File: config.mk
export PLATFORM = sky130hd
export DESIGN_NAME = bfb_queue
export DESIGN_NICKNAME = d
export VERILOG_FILES = /design/src/sv/bitplane_framebuffer_defines.svh /design/src/sv/bfb_pkg.sv /design/src/sv/bfb_queue.sv
export SDC_FILE = /design/constraint.sdc
export NUM_CORES = 1
export LEC_CHECK = 0
export BUFFER_PORTS_ARGS = -buffer_cell sky130_fd_sc_hd__buf_4
export CAP_MARGIN = 10
export CORE_MARGIN = 5
export CORE_UTILIZATION = 50
export CTS_CLUSTER_DIAMETER = 100
export DETAILED_ROUTE_END_ITERATION = 10
export PLACE_DENSITY = 0.8
export SETUP_SLACK_MARGIN = 0.3
export SLEW_MARGIN = 25
export SYNTH_ARGS = -nofsm -noshare
export SYNTH_HDL_FRONTEND = slang
export SYNTH_SLANG_ARGS = --single-unit
File: constraint.sdc
create_clock -name clk -period 2.5 [get_ports clk]
set_clock_uncertainty 0.05 [all_clocks]
set_input_delay 0.5 -clock clk [delete_from_list [all_inputs] [get_ports clk]]
set_output_delay 0.5 -clock clk [all_outputs]
set_load 0.01 [all_outputs]
File: src/sv/bitplane_framebuffer_defines.svh
// Assertion macros shared by the framebuffer RTL.
`ifndef BITPLANE_FRAMEBUFFER_DEFINES_SVH
`define BITPLANE_FRAMEBUFFER_DEFINES_SVH

// Same-cycle implication, sampled on clk, off while rst_n is low.
`define BFB_ASSERT_NOW(lbl, ante, cons, msg) \
  lbl: assert property (@(posedge clk) disable iff (!rst_n) (ante) |-> (cons)) \
    else $error(msg);

// Next-cycle implication, sampled on clk, off while rst_n is low.
`define BFB_ASSERT_NEXT(lbl, ante, cons, msg) \
  lbl: assert property (@(posedge clk) disable iff (!rst_n) (ante) |=> (cons)) \
    else $error(msg);

`endif

File: src/sv/bfb_pkg.sv
// Shared types, codes and default sizes of the bit-plane framebuffer.
package bfb_pkg;

  // Default geometry
  localparam int NUM_BUFFERS_DEF  = 2;
  localparam int FRAME_WIDTH_DEF  = 64;
  localparam int FRAME_HEIGHT_DEF = 32;
  localparam int PLANES_DEF       = 3;

  // Command queue between front and back
  localparam int QUEUE_DEPTH = 2;

  // Action codes
  localparam logic [2:0] ACT_PLOT  = 3'd0;
  localparam logic [2:0] ACT_GET   = 3'd1;
  localparam logic [2:0] ACT_FILL  = 3'd2;
  localparam logic [2:0] ACT_SWAP  = 3'd3;
  localparam logic [2:0] ACT_RREAD = 3'd4;

  typedef struct packed {
    logic [2:0] action;
    logic       use_active;
    logic       buffer_sel;
    logic [5:0] x_pos;
    logic [4:0] y_pos;
    logic [2:0] color;
  } in_item_t;

  typedef struct packed {
    logic [2:0] pixel;
    logic       active_now;
    logic       render_now;
  } out_item_t;

  // Classified command handed from front to back
  typedef struct packed {
    logic [2:0] action;
    logic       use_active;
    logic       buffer_sel;
    logic       sel_ok;
    logic       pos_ok;
    logic [5:0] x_pos;
    logic [4:0] y_pos;
    logic [2:0] color;
  } bfb_cmd_t;

  typedef struct packed {
    logic clearing;
    logic busy;
  } bfb_status_t;

endpackage

File: src/sv/bfb_queue.sv
// Short command queue that decouples the front end from the back end.
module bfb_queue (
  input  logic              clk,
  input  logic              rst_n,
  input  logic              push,
  input  bfb_pkg::bfb_cmd_t push_cmd,
  input  logic              pop,
  output logic              valid,
  output logic              full,
  output bfb_pkg::bfb_cmd_t head
);

  localparam int PW = (bfb_pkg::QUEUE_DEPTH > 1) ? $clog2(bfb_pkg::QUEUE_DEPTH) : 1;
  localparam int CW = $clog2(bfb_pkg::QUEUE_DEPTH + 1);

  bfb_pkg::bfb_cmd_t entry_r [bfb_pkg::QUEUE_DEPTH];
  logic [PW-1:0] wr_ptr_r, wr_ptr_nxt;
  logic [PW-1:0] rd_ptr_r, rd_ptr_nxt;
  logic [CW-1:0] count_r, count_nxt;

  assign valid = (count_r != '0);
  assign full  = (count_r == CW'(bfb_pkg::QUEUE_DEPTH));
  assign head  = entry_r[rd_ptr_r];

  // Advance pointers with wrap and track the fill level
  always_comb begin
    wr_ptr_nxt = wr_ptr_r;
    rd_ptr_nxt = rd_ptr_r;
    count_nxt  = count_r;
    if (push) begin
      wr_ptr_nxt = (32'(wr_ptr_r) == bfb_pkg::QUEUE_DEPTH - 1) ? '0 : wr_ptr_r + 1'b1;
    end
    if (pop) begin
      rd_ptr_nxt = (32'(rd_ptr_r) == bfb_pkg::QUEUE_DEPTH - 1) ? '0 : rd_ptr_r + 1'b1;
    end
    if (push && !pop) begin
      count_nxt = count_r + 1'b1;
    end else if (pop && !push) begin
      count_nxt = count_r - 1'b1;
    end
  end

  always_ff @(posedge clk) begin
    if (!rst_n) begin
      wr_ptr_r <= '0;
      rd_ptr_r <= '0;
      count_r  <= '0;
    end else begin
      wr_ptr_r <= wr_ptr_nxt;
      rd_ptr_r <= rd_ptr_nxt;
      count_r  <= count_nxt;
    end
  end

  // Store pushed commands
  always_ff @(posedge clk) begin
    if (push) begin
      entry_r[wr_ptr_r] <= push_cmd;
    end
  end

endmodule

==> impl_metrics.tcl <==
set metrics [dict create \
    status "completed" \
    dp_slack_ns 0.750 \
    drv_slew 0 \
    end_kind "output port" \
    avgSynthCellArea_um2 19.9 \
    netlist_area_mm2 0.00173 \
    reg2reg_depth 2 \
    yosysWarnings 0 \
    dieArea_mm2 0.00473 \
    drv_cap 0 \
    grt_pass1_wl_mm 4.33 \
    syn-num-nets 113 \
    holdPathStages 1 \
    r2r_setup_slack_ns 1.08 \
    gp_congestion 0.615 \
    setup_viol 0 \
    wire_per_inst_um 14.6 \
    drt_iter0_drc 24 \
    nFillCells 229 \
    die_h_um 68.8 \
    dr.pass1.iters 4 \
    synth_edf_count 42 \
    p_leak_nw 0.852 \
    hpwl_mm 2.06 \
    crit_path_top_delay_cell "mux2_2" \
    rr_endpoint "entry_r[1][1]" \
    cp_max_fo 12 \
    dr_wl_met2_mm 1.42 \
    wl_met3_um 216 \
    via_per_inst 4.75 \
    r2r-start "wr_ptr_r" \
    clock_sinks 47 \
    ant_nets 0 \
    synth.area.top_cells "edfxtp_1, mux2_2, dfxtp_1" \
    io_buffer_count 47 \
    post_cts_resized 0 \
    drc_errors 0 \
    crit_type "reg -> out" \
    grt_overflow 0 \
    ys_ff_latch 47 \
    synth_top_area_share_pct 72.9 \
    grt_max_degree 15 \
    p_total_mw 1.46 \
    clk_latency_ns 0.33 \
    crit_path_max_incr_delay_ns 0.36 \
    worstHoldStart "push_cmd[20]" \
    ys_top_cells_by_count "edfxtp_1, mux2_2, dfxtp_1, and2_1" \
    ys_async_sr_fraction_pct 0 \
    min_period_ns 1.95 \
    holdBufCountCts 0 \
    core_area_mm2 0.00334 \
    finalHoldViolCount 0 \
    drive_above_1_share_pct 56.3 \
    vdd_drop_max_mv 0.419 \
    min_period_over_period_pct 78.0 \
    cts_made_buffers 5 \
    tns_ns 0 \
    hold_class "in -> reg" \
    relSlewSlack_pct 65.9 \
    antenna_found_initial 0 \
    path_buf_inv 2 \
    top_layer "met4" \
    htree_levels 2 \
    worstMarginPinSlew_ns 0.509 \
    synth_cells 87 \
    path_clk_slew_ns 0.12 \
    met1_length_mm 1.09 \
    antennaDiodeCount 0 \
    synth_cell_types 16 \
    start_kind "flop" \
    fmax_ghz 0.513 \
    path_cells "buf_4 -> mux2_2 -> buf_4" \
    clk_path_buf_depth 2 \
    seq_area_frac_synth_pct 78.7 \
    setup_ws_ns 0.549 \
    rsz0062_at_grt "no" \
    start_util_pct 51.8 \
    finalWirelength_mm 2.77 \
    die_x_um 68.8 \
    grt_use_total_pct 13.2 \
    cts_setup_buffers 0 \
    cts_tree "built" \
    fin_util_pct 66.3 \
    clock-root-buffer "clkbuf_4" \
    path_common_cell "buf_4" \
    p_per_area_mw_per_mm2 659 \
    vias 902 \
    grt_pass1_vias 936 \
    syn2layout_area_growth_pct 27.9 \
    io-pin-count 48 \
    worstHoldEndpoint "entry_r[1][20]" \
    yosysTopAreaCell "edfxtp_1" \
    cp.arrival_ns 1.40 \
    synth_ff_type "edfxtp_1" \
    cp.required_ns 1.95 \
    crit_family "multiplexers" \
    synthMostInstantiatedCell "edfxtp_1" \
    row_count 21 \
    fin_nets 169 \
]
[stage by stage]
stage	hold slack [ns]	std cells	area, um2
2_1_floorplan	0.411	87	1730
3_3_place_gp	0.422	182	2160
3_5_place_dp	0.446	182	2160
4_1_cts	0.267	190	2210
5_1_grt	0.255	190	2210
6_report	0.288	190	2210
[power breakdown]
group	internal (mW)	switching, mW	total (mW)	leakage [nW]
clock	0.106	0.210	0.316	0.0297
combinational	0.130	0.0952	0.225	0.386
sequential	0.903	0.0137	0.917	0.436
total	1.14	0.318	1.46	0.852
[state kept, by name (all words and copies together), names as in the netlist, named ones only]
name	cells
wr_ptr_r	1
count_r	2
rd_ptr_r	1
entry_r	42
[worst max-delay path by stage]
stage,start,end,slack [ns],depth (start not counted)
3_3_place_gp,push,entry_r[0][8],0.79,3
5_1_grt,flop,head[13],0.45,3
4_1_cts,flop,head[13],0.52,3
3_5_place_dp,push,entry_r[0][8],0.75,3
6_report,flop,head[13],0.55,3
2_1_floorplan,push,entry_r[0][0],0.54,1
[routing by layer]
metal / GRT usage [%] / vias up
met5: 0 / -
li1: - / 443
met1: 15.3 / 427
met2: 21.8 / 27
met4: 4.38 / 0
met3: 6.00 / 5
[area by class of cell]
type / instances / area, um2 / share of cell area (%)
clock inverter: 2 / 8.76 / 0.396
timing repair buffer: 51 / 383 / 17.3
sequential: 47 / 1360 / 61.5
tap: 46 / 57.6 / 2.60
multi-input combinational: 37 / 357 / 16.1
inverter: 1 / 3.75 / 0.170
clock buffer: 6 / 41.3 / 1.87
[cell families after synthesis]
group	after synthesis	share of synthesized area [%]
and+or+nand+nor	9	3.40
xor gates and xnor gates	3	1.52
AOI/OAI and AO/OA	3	1.16
muxes	21	13.7
buffers and inverters	3	0.796
DFF	47	78.7
adders and majority gates	1	0.723
[cells in the final DEF (no fill, tap or decap)]
cell      count
and2b_2       1
inv_1         1
clkbuf_4      5
nor2b_1       1
o21a_1        1
xnor2_1       1
or3_1         1
dfxtp_1       5
clkbuf_1      1
buf_4        51
edfxtp_1     42
o21ai_0       1
ha_1          1
clkinv_1      1
or2_2         1
mux2_2       21
xor2_1        2
a21boi_1      1
nor2b_2       1
and2_1        4
clkinv_2      1
Power figures use the tool's default switching activity.
